===== src/design/dci_pkg.sv =====
// Shared types, codes and constants for the discount curve interpolator.
// Used by the controller, the datapath and the top level; depends on nothing.
package dci_pkg;

	localparam int DEFAULT_NUM_KNOTS = 32;
	localparam int LOG_FRAC          = 26;
	localparam int DIV_STEPS         = 63;

	localparam logic [1:0] MODE_LINEAR     = 2'd0;
	localparam logic [1:0] MODE_LOG_LINEAR = 2'd1;
	localparam logic [1:0] MODE_FLAT_FWD   = 2'd2;

	localparam logic CMD_LOAD  = 1'b0;
	localparam logic CMD_QUERY = 1'b1;

	localparam logic [2:0] STAT_OK          = 3'd0;
	localparam logic [2:0] STAT_EMPTY       = 3'd1;
	localparam logic [2:0] STAT_ZERO_FACTOR = 3'd2;
	localparam logic [2:0] STAT_ZERO_WIDTH  = 3'd3;
	localparam logic [2:0] STAT_SATURATED   = 3'd4;

	localparam logic [2:0] ADDR_MODE  = 3'd0;
	localparam logic [2:0] ADDR_COUNT = 3'd4;

	typedef enum logic [4:0] {
		ST_IDLE, ST_CHK0, ST_CHKL, ST_PEN, ST_SRCH, ST_CMP, ST_RDI, ST_RDI2,
		ST_INTV, ST_DIV, ST_MODE, ST_LIN, ST_LOG1, ST_LOGF1, ST_LOG2, ST_LOGF2,
		ST_MV1, ST_MV2, ST_MV3, ST_EXP, ST_EXPF, ST_OUT
	} dci_state_t;

	typedef enum logic [4:0] {
		OP_NONE, OP_LOAD, OP_START, OP_RES_EMPTY, OP_RES_RD, OP_RDLAST, OP_RDPEN,
		OP_SINIT, OP_PROBE, OP_CMP, OP_IDX, OP_LATCH1, OP_LATCH2, OP_RES_ZW,
		OP_WONE, OP_DIVINIT, OP_DIV, OP_LINMUL, OP_LINRES, OP_RES_ZF, OP_LOGINIT1,
		OP_LOGSTEP, OP_LOGFIN1, OP_LOGFIN2, OP_MV1, OP_MV2, OP_MV3, OP_EXPSTEP,
		OP_EXPRES, OP_PUSH
	} dci_op_t;

	typedef struct packed {
		dci_op_t op;
	} dci_cmd_t;

	typedef struct packed {
		logic n_zero;
		logic n_one;
		logic rd_lt_t;
		logic rd_eq_t;
		logic is_log;
		logic is_ffwd;
		logic cnt_zero;
		logic zero_width;
		logic num_ge_den;
		logic zero_factor;
		logic extrap;
		logic div_last;
		logic step_last;
	} dci_status_t;

	typedef logic [31:0] dci_root_tab_t [LOG_FRAC];

	function automatic logic [63:0] isqrt64(logic [63:0] v);
		logic [63:0] r;
		logic [63:0] b;
		logic [63:0] x;
		r = '0;
		b = 64'h4000_0000_0000_0000;
		x = v;
		while (b > x) b = b >> 2;
		while (b != 0) begin
			if (x >= r + b) begin
				x = x - (r + b);
				r = (r >> 1) + b;
			end else begin
				r = r >> 1;
			end
			b = b >> 2;
		end
		return r;
	endfunction

	// Successive square roots of 2.0 in Q1.31, i.e. 2^(2^-k) for k = 1..LOG_FRAC.
	function automatic dci_root_tab_t exp_roots();
		logic [63:0]   r;
		dci_root_tab_t tab;
		r = 64'h1_0000_0000;
		for (int k = 0; k < LOG_FRAC; k++) begin
			r = isqrt64(r << 31);
			tab[k] = r[31:0];
		end
		return tab;
	endfunction

	localparam dci_root_tab_t EXP_ROOT = exp_roots();

endpackage


===== src/design/dci_ctrl.sv =====
// Sequencing state machine of the discount curve interpolator.
// Depends on dci_pkg; drives the datapath through dci_cmd_t and reads dci_status_t.
module dci_ctrl (
	input  logic              clk,
	input  logic              arst_n,
	input  logic              in_valid,
	input  logic              in_cmd,
	output logic              in_ready,
	output logic              out_valid,
	input  logic              out_ready,
	input  dci_pkg::dci_status_t status,
	output dci_pkg::dci_cmd_t    cmd
);

	dci_pkg::dci_state_t state_q, state_nx;
	logic                out_valid_q;
	logic                out_free;

	assign out_free  = !out_valid_q || out_ready;
	assign in_ready  = (state_q == dci_pkg::ST_IDLE);
	assign out_valid = out_valid_q;

	always_ff @(posedge clk or negedge arst_n) begin
		if (!arst_n) begin
			state_q     <= dci_pkg::ST_IDLE;
			out_valid_q <= 1'b0;
		end else begin
			state_q <= state_nx;
			if (cmd.op == dci_pkg::OP_PUSH) out_valid_q <= 1'b1;
			else if (out_ready) out_valid_q <= 1'b0;
		end
	end

	always_comb begin
		state_nx = state_q;
		unique case (state_q)
			dci_pkg::ST_IDLE: begin
				if (in_valid && in_cmd == dci_pkg::CMD_QUERY) state_nx = dci_pkg::ST_CHK0;
			end
			dci_pkg::ST_CHK0: begin
				priority if (status.n_zero) state_nx = dci_pkg::ST_OUT;
				else if (status.n_one || !status.rd_lt_t) state_nx = dci_pkg::ST_OUT;
				else state_nx = dci_pkg::ST_CHKL;
			end
			dci_pkg::ST_CHKL: begin
				priority if (status.rd_lt_t || status.rd_eq_t) begin
					if (!status.is_ffwd || status.rd_eq_t) state_nx = dci_pkg::ST_OUT;
					else state_nx = dci_pkg::ST_PEN;
				end else state_nx = dci_pkg::ST_SRCH;
			end
			dci_pkg::ST_PEN:  state_nx = dci_pkg::ST_INTV;
			dci_pkg::ST_SRCH: state_nx = status.cnt_zero ? dci_pkg::ST_RDI : dci_pkg::ST_CMP;
			dci_pkg::ST_CMP:  state_nx = dci_pkg::ST_SRCH;
			dci_pkg::ST_RDI:  state_nx = dci_pkg::ST_RDI2;
			dci_pkg::ST_RDI2: state_nx = dci_pkg::ST_INTV;
			dci_pkg::ST_INTV: begin
				priority if (status.zero_width) state_nx = dci_pkg::ST_OUT;
				else if (!status.extrap && status.num_ge_den) state_nx = dci_pkg::ST_MODE;
				else state_nx = dci_pkg::ST_DIV;
			end
			dci_pkg::ST_DIV: begin
				if (status.div_last) state_nx = dci_pkg::ST_MODE;
			end
			dci_pkg::ST_MODE: begin
				priority if (!status.is_log) state_nx = dci_pkg::ST_LIN;
				else if (status.zero_factor) state_nx = dci_pkg::ST_OUT;
				else state_nx = dci_pkg::ST_LOG1;
			end
			dci_pkg::ST_LIN:   state_nx = dci_pkg::ST_OUT;
			dci_pkg::ST_LOG1:  if (status.step_last) state_nx = dci_pkg::ST_LOGF1;
			dci_pkg::ST_LOGF1: state_nx = dci_pkg::ST_LOG2;
			dci_pkg::ST_LOG2:  if (status.step_last) state_nx = dci_pkg::ST_LOGF2;
			dci_pkg::ST_LOGF2: state_nx = dci_pkg::ST_MV1;
			dci_pkg::ST_MV1:   state_nx = dci_pkg::ST_MV2;
			dci_pkg::ST_MV2:   state_nx = dci_pkg::ST_MV3;
			dci_pkg::ST_MV3:   state_nx = dci_pkg::ST_EXP;
			dci_pkg::ST_EXP:   if (status.step_last) state_nx = dci_pkg::ST_EXPF;
			dci_pkg::ST_EXPF:  state_nx = dci_pkg::ST_OUT;
			dci_pkg::ST_OUT:   if (out_free) state_nx = dci_pkg::ST_IDLE;
			default:           state_nx = dci_pkg::ST_IDLE;
		endcase
	end

	always_comb begin
		cmd.op = dci_pkg::OP_NONE;
		unique case (state_q)
			dci_pkg::ST_IDLE: begin
				if (in_valid) begin
					cmd.op = (in_cmd == dci_pkg::CMD_QUERY) ? dci_pkg::OP_START
						: dci_pkg::OP_LOAD;
				end
			end
			dci_pkg::ST_CHK0: begin
				priority if (status.n_zero) cmd.op = dci_pkg::OP_RES_EMPTY;
				else if (status.n_one || !status.rd_lt_t) cmd.op = dci_pkg::OP_RES_RD;
				else cmd.op = dci_pkg::OP_RDLAST;
			end
			dci_pkg::ST_CHKL: begin
				priority if (status.rd_lt_t || status.rd_eq_t) begin
					if (!status.is_ffwd || status.rd_eq_t) cmd.op = dci_pkg::OP_RES_RD;
					else cmd.op = dci_pkg::OP_RDPEN;
				end else cmd.op = dci_pkg::OP_SINIT;
			end
			dci_pkg::ST_PEN:  cmd.op = dci_pkg::OP_LATCH1;
			dci_pkg::ST_SRCH: cmd.op = status.cnt_zero ? dci_pkg::OP_IDX : dci_pkg::OP_PROBE;
			dci_pkg::ST_CMP:  cmd.op = dci_pkg::OP_CMP;
			dci_pkg::ST_RDI:  cmd.op = dci_pkg::OP_LATCH1;
			dci_pkg::ST_RDI2: cmd.op = dci_pkg::OP_LATCH2;
			dci_pkg::ST_INTV: begin
				priority if (status.zero_width) cmd.op = dci_pkg::OP_RES_ZW;
				else if (!status.extrap && status.num_ge_den) cmd.op = dci_pkg::OP_WONE;
				else cmd.op = dci_pkg::OP_DIVINIT;
			end
			dci_pkg::ST_DIV: cmd.op = dci_pkg::OP_DIV;
			dci_pkg::ST_MODE: begin
				priority if (!status.is_log) cmd.op = dci_pkg::OP_LINMUL;
				else if (status.zero_factor) cmd.op = dci_pkg::OP_RES_ZF;
				else cmd.op = dci_pkg::OP_LOGINIT1;
			end
			dci_pkg::ST_LIN:   cmd.op = dci_pkg::OP_LINRES;
			dci_pkg::ST_LOG1:  cmd.op = dci_pkg::OP_LOGSTEP;
			dci_pkg::ST_LOGF1: cmd.op = dci_pkg::OP_LOGFIN1;
			dci_pkg::ST_LOG2:  cmd.op = dci_pkg::OP_LOGSTEP;
			dci_pkg::ST_LOGF2: cmd.op = dci_pkg::OP_LOGFIN2;
			dci_pkg::ST_MV1:   cmd.op = dci_pkg::OP_MV1;
			dci_pkg::ST_MV2:   cmd.op = dci_pkg::OP_MV2;
			dci_pkg::ST_MV3:   cmd.op = dci_pkg::OP_MV3;
			dci_pkg::ST_EXP:   cmd.op = dci_pkg::OP_EXPSTEP;
			dci_pkg::ST_EXPF:  cmd.op = dci_pkg::OP_EXPRES;
			dci_pkg::ST_OUT:   if (out_free) cmd.op = dci_pkg::OP_PUSH;
			default:           cmd.op = dci_pkg::OP_NONE;
		endcase
	end

endmodule


===== config.mk =====
export PLATFORM = sky130hd
export DESIGN_NAME = dci_ctrl
export DESIGN_NICKNAME = d
export VERILOG_FILES = /design/src/design/dci_pkg.sv /design/src/design/dci_ctrl.sv
export SDC_FILE = /design/constraint.sdc
export NUM_CORES = 1
export LEC_CHECK = 0
export ABC_CLOCK_PERIOD_IN_PS = 1900
export BUFFER_PORTS_ARGS = -buffer_cell sky130_fd_sc_hd__buf_2
export CAP_MARGIN = 20
export CORE_UTILIZATION = 35
export DETAILED_ROUTE_END_ITERATION = 10
export GPL_TIMING_DRIVEN = 0
export PLACE_DENSITY = 0.62
export SYNTH_ARGS = -nofsm -noshare
export SYNTH_HDL_FRONTEND = slang
export SYNTH_SLANG_ARGS = --single-unit

===== constraint.sdc =====
create_clock -name clk -period 1.9 [get_ports clk]
set_input_delay 0.38 -clock clk [delete_from_list [all_inputs] [get_ports clk]]
set_output_delay 0.38 -clock clk [all_outputs]
set_load 0.005 [all_outputs]

==> results of run 1 <==
[cell usage after synthesis, drive strengths merged (2+ instances only)]
| master | number | area share |
|---|---|---|
| o311ai | 2 | 0.018 |
| a22oi | 2 | 0.015 |
| nand2b | 5 | 0.031 |
| a211oi | 2 | 0.020 |
| or2 | 2 | 0.013 |
| o221ai | 2 | 0.018 |
| o22ai | 2 | 0.013 |
| nand2 | 8 | 0.030 |
| clkbuf | 2 | 0.0076 |
| buf | 8 | 0.040 |
| nand3 | 5 | 0.025 |
| a31oi | 3 | 0.019 |
| or2b | 2 | 0.015 |
| o211ai | 5 | 0.038 |
| nand3b | 2 | 0.015 |
| a21oi | 12 | 0.060 |
| or3 | 3 | 0.019 |
| a32oi | 2 | 0.018 |
| inv | 8 | 0.030 |
| mux2 | 2 | 0.023 |
| dfrtp | 6 | 0.15 |
| nor2 | 7 | 0.026 |
| nor2b | 7 | 0.044 |
| o21ai | 12 | 0.060 |
| nor3 | 7 | 0.035 |
[per-layer routing]
layer  part of all wire  vias up  track usage
met3               0.10       12       0.0656
li1                   -      603            -
met5                  0        -            0
met2               0.46       77        0.327
met1               0.42      546        0.316
met4              0.024        0       0.0929
[placed cells by master (no fill, tap or decap), types with 3 or more instances in the layout]
master / n
buf_2: 24
buf_4: 12
o21ai_0: 12
a21oi_1: 12
nand2_1: 8
inv_1: 7
nor2b_1: 6
nor2_1: 6
o211ai_1: 5
clkbuf_4: 4
nand3_1: 4
nand2b_1: 4
nor3_1: 4
dfrtp_2: 4
or3_1: 3
buf_6: 3
a31oi_1: 3
[timing repair]
item / CTS / global route
hold buffers: 1 / 0
endpoints found under the hold margin: 6 / 0
setup endpoints to repair: 6 / 9
buffers inserted: 3 / 4
gates resized for setup: 23 / 14
pin swaps: 3 / 2
[per-stage QoR]
step,hold WS [ps],setup WS (ps),power [mW]
2_1_floorplan,84.4,58.3,1.28
3_3_place_gp,203,-384,1.71
3_5_place_dp,209,-329,1.70
4_1_cts,472,-354,1.99
5_1_grt,511,-431,2.34
6_report,475,-362,2.15
[worst max-delay path, delay by kind of cell, from the launching register on]
kind | cells | cell delay [ps]
AOI/OAI and AO/OA | 2 | 360
buffers and inverters | 1 | 130
DFF | 1 | 430
and+or+nand+nor | 2 | 700
[final cells by class]
cell class | count | area share
Buffer | 10 | 0.0623
Clock buffer | 3 | 0.0167
Inverter | 8 | 0.0223
Multi-Input combinational cell | 115 | 0.620
Sequential cell | 6 | 0.115
Tap cell | 30 | 0.0279
Timing Repair Buffer | 32 | 0.136
[kinds of logic (layout without fill, tap and decap cells)]
kind of cell              after synthesis  in the layout  synth area share
AOI/OAI and AO/OA                      55             55             0.406
muxes                                   3              3            0.0327
xor gates and xnor gates                1              1           0.00882
and+or+nand+nor                        56             56             0.324
DFF                                     6              6             0.151
buffers and inverters                  18             53            0.0781
[power by group]
part           leakage (nW)  switching [mW]  total [mW]  internal [mW]
combinational         0.462           0.974        1.75          0.774
clock                0.0138          0.0483       0.120         0.0716
sequential           0.0711          0.0865       0.284          0.198
[flip-flops by register name (all words and copies together), names as in the netlist]
| register | flops |
|---|---|
| state_q | 5 |
| out_valid | 1 |
[worst max path at each step]
stage,startpoint,to,slack [ps],cells past startpoint
6_report,state_q[4]$_DFFE_PN0P_,cmd[0],-360,5
5_1_grt,state_q[0]$_DFFE_PN0P_,cmd[0],-430,5
4_1_cts,state_q[0]$_DFFE_PN0P_,cmd[0],-350,5
3_5_place_dp,state_q[3]$_DFFE_PN0P_,cmd[1],-330,6
3_3_place_gp,state_q[3]$_DFFE_PN0P_,cmd[1],-380,6
2_1_floorplan,state_q[2]$_DFFE_PN0P_,cmd[0],60,4
==> flow_summary.ini, run 1 <==
[run_status]
status = finished with violations
violations = negative setup slack

[timing]
max_freq_ghz = 0.442
post-route-period-util = 1.19
fin_worst_skew_ps = 9.94
finalSetupViolations = 7
slew_headroom = 0.714
tightestPinTransition_ps = 428
rsz0062_at_grt = yes
fin_crit_ps = 2260
fin_tns_setup_ps = -1130
worst_slack_ps = -362
finalHoldViolCount = 0
maxSlewViolCount = 0

[setup_path]
cp_slowest_cell = dfrtp_1
r2r_cells = 6
ff2ff_setup_slack_ps = -100
critPathKind = reg2out
cp-end-kind = output pin
worstReg2RegEnd = state_q[0]$_DFFE_PN0P_
required_ps = 1520
start_kind = register
cp_max_fo = 6
worstReg2RegStart = state_q[4]$_DFFE_PN0P_
cpPeakStageDelay_ps = 430
worstPathCellList = or2_2 -> o221ai_1 -> a21oi_1 -> or3_1 -> buf_2
arrival_ps = 1880

[global_routing]
grt_first_pass_wirelength_um = 5580
grt_use_total = 0.227
grt_antenna_before_repair = 0
grt-ovfl-total = 0
grt_max_degree = 11
grt_pass1_vias = 1174

[die]
dieArea_sq_um = 3060
initial_core_util = 0.387
die_h_um = 55.3
rows = 18
core_sq_um = 2570
boundaryPins = 25
die_w_um = 55.3

[cts]
cts-root-buf = clkbuf_4
cts_buffers = 3
clock_path_buffers = 2
cts.sinks = 6
clk_pin_slew_ps = 50
h-tree-depth = 1
cts_tree = built
clk_latency_ps = 250

[route]
num_vias = 1238
routed_wirelength_um = 3400
drtPass1Iterations = 4
drc_errors = 0
drt_iter0_drc = 45
post_drt_wl_per_cell_um = 16.7
via_per_inst = 6.07
ant_nets = 0

[worst_hold_path]
hp-class = in2async

[finish]
seq_area_sq_um = 155
fill_cells = 262
multi_input_area_sq_um = 833
final_core_util = 0.524
drive_gt1_frac = 0.379
nets = 194
fin_cells = 204
antenna_cells = 0
design_area_sq_um = 1350
area_delta_synth_final_pct = 35.4

[placed_design]
gp_congestion = 1.04
dp.cells = 193
io_buffers = 24
dp_hpwl_um = 2530
dpl_cell_area_sq_um = 1150

[power]
power_leakage_nw = 0.547
max-vdd-ir-drop_uv = 892
powerDensity_nw_per_um2 = 1600

[yosys]
synth_seq_cells = 6
syn_nets = 157
ys_warn_count = 0
synth_edf_count = 0
synth.avg_cell_area_sq_um = 7.15
yosysSeqAreaShare = 0.151
syn_inst = 139
synth_cell_types = 49
syn_area_sq_um = 993
ys.flop_type = dfrtp_1
synthArstFlopShare = 1.00

[run]
cap_violations = 0
(Power assumes the default switching activity.)
==> inputs of run 2 (changes only) <==
--- a/config.mk
+++ b/config.mk
@@ -5,7 +5,7 @@
 export SDC_FILE = /design/constraint.sdc
 export NUM_CORES = 1
 export LEC_CHECK = 0
-export ABC_CLOCK_PERIOD_IN_PS = 1900
+export ABC_CLOCK_PERIOD_IN_PS = 2000
 export BUFFER_PORTS_ARGS = -buffer_cell sky130_fd_sc_hd__buf_2
 export CAP_MARGIN = 20
 export CORE_UTILIZATION = 35
@@ -15,3 +15,4 @@
 export SYNTH_ARGS = -nofsm -noshare
 export SYNTH_HDL_FRONTEND = slang
 export SYNTH_SLANG_ARGS = --single-unit
+export TNS_END_PERCENT = 1
==> constraint.sdc (replaced) <==
create_clock -name clk -period 2 [get_ports clk]
set_input_delay 0.4 -clock clk [delete_from_list [all_inputs] [get_ports clk]]
set_output_delay 0.4 -clock clk [all_outputs]
set_load 0.05 [all_outputs]
==> flow_summary.ini, run 2 (synthesis gave the netlist of run 1 again) <==
[timing]
fin_crit_ps = 2360
tightestPinTransition_ps = 431
rsz0062_at_grt = yes
post-route-period-util = 1.18
maxSlewViolCount = 0
fin_tns_setup_ps = -1080
worst_slack_ps = -365
slew_headroom = 0.713
timing.hold.ws_ps = 488
fin_worst_skew_ps = 1.51
finalSetupViolations = 5
max_freq_ghz = 0.423
finalHoldViolCount = 0

[power]
intPower_mw = 1.04
combinationalPowerShare = 0.845
max-vdd-ir-drop_uv = 1130
p_total_mw = 2.46
p_switching_mw = 1.42
swShare = 0.578
share_seq_of_total_power = 0.112
powerDensity_nw_per_um2 = 1870
clkPwrFrac = 0.043
power_leakage_nw = 0.521

[finish]
layout.cells.most_common = buf_2
drive_gt1_frac = 0.357
antenna_cells = 0
area_delta_synth_final_pct = 32.5
nets = 188
layout_common_cells = buf_2 (20), a21oi_1 (12), o21ai_0 (10)
largest_reg_flops = 5
largest-register = state_q

[die]
boundaryPins = 25
initial_core_util = 0.387
core_sq_um = 2570
die_w_um = 55.3
die_h_um = 55.3
rows = 18
dieArea_sq_um = 3060

[setup_path]
cpPeakStageDelay_ps = 570
worstPathCellList = or4b_4 -> or3_1 -> a21oi_1 -> or3_1 -> buf_6
cp_max_fo = 6
start_kind = register
cp_slowest_cell = or4b_4
arrival_ps = 1960
crit_family = simple AND/OR/NAND/NOR gates
required_ps = 1600
critPathKind = reg2out
cp.buffers_inverters = 1
cp-end-kind = output pin
crit_top_cell = or3_1

[placed_design]
dp_hpwl_um = 2450
io_buffers = 24
gp_congestion = 1.02
dp_slack_ps = -297

[global_routing]
grt_use_total = 0.216
grt_max_degree = 11
grt_first_pass_wirelength_um = 5490
grt_antenna_before_repair = 0
grt_pass1_vias = 1225
grt-ovfl-total = 0

[cts]
cts_buffers = 3
cts-root-buf = clkbuf_4
clock_path_buffers = 2
cts_tree = built
clk_pin_slew_ps = 40
cts.sinks = 6
h-tree-depth = 1
clk_latency_ps = 240

[route]
drc_errors = 0
ant_nets = 0
num_vias = 1295
drtPass1Iterations = 4
routed_wirelength_um = 3210
drt_iter0_drc = 75
via_per_inst = 6.54
post_drt_wl_per_cell_um = 16.2

[run]
cap_violations = 0

[worst_hold_path]
hp-class = in2reg

[run_status]
violations = negative setup slack
status = finished with violations
## run 2: metal layers
layer / global-route usage / vias up / wire length (um)
met4: 0.0893 / 0 / 104
met2: 0.332 / 97 / 1470
met3: 0.0515 / 14 / 352
li1: - / 599 / -
met5: 0 / - / 0
met1: 0.289 / 585 / 1280
## run 2: power groups by stage
stage / clock [mW] / sequential, mW / combinational (mW)
detailed placement: 0 / 0.256 / 1.79
CTS: 0.113 / 0.262 / 2.01
global placement: 0 / 0.256 / 1.80
floorplan: 0 / 0.262 / 1.39
global route: 0.122 / 0.280 / 2.21
finish: 0.105 / 0.275 / 2.08
## run 2: what timing repair did
action / in CTS / in global routing
resized for setup: 29 / 6
hold buffers: 1 / 0
buffers inserted: 1 / 0
hold endpoints to repair: 6 / 0
setup endpoints to repair: 5 / 6
pin swaps: 1 / 0
## run 2: final timing paths
path | start | end | slack, ps | depth (start not counted)
hold reg to reg | out_valid$_DFFE_PN0P_ | out_valid$_DFFE_PN0P_ | 530 | 2
setup reg to reg | state_q[1]$_DFFE_PN0P_ | state_q[0]$_DFFE_PN0P_ | 170 | 5
setup / recovery | state_q[4]$_DFFE_PN0P_ | cmd[0] | -360 | 5
hold / removal | out_ready | out_valid$_DFFE_PN0P_ | 490 | 3
min in group asynchronous | arst_n | state_q[2]$_DFFE_PN0P_ | 520 | 2
max in group asynchronous | arst_n | state_q[3]$_DFFE_PN0P_ | 1320 | 2
## run 2: final cells by class
class / instances / area [sq um]
clock buffers: 3 / 22.5
flip-flops and latches: 6 / 155
fillers: 252 / 1250
plain buffers: 10 / 71.3
inverters: 8 / 30.0
multi-input cells: 115 / 828
well taps: 30 / 37.5
repair buffers: 26 / 171
## run 2: worst reg2reg max path, cell delays in order (launching register included)
cell and delay [ps]:
dfrtp_2 450, nand2_1 240, o32ai_2 140, a2111oi_4 510, mux2i_1 240, o211ai_1 120
## run 2: stage by stage
step | cells | utilization | area (sq um)
CTS | 198 | 0.506 | 1300
floorplan | 139 | - | 1010
detailed placement | 193 | 0.457 | 1170
finish | 198 | 0.513 | 1320
global route | 198 | 0.513 | 1320
global placement | 193 | 0.457 | 1170
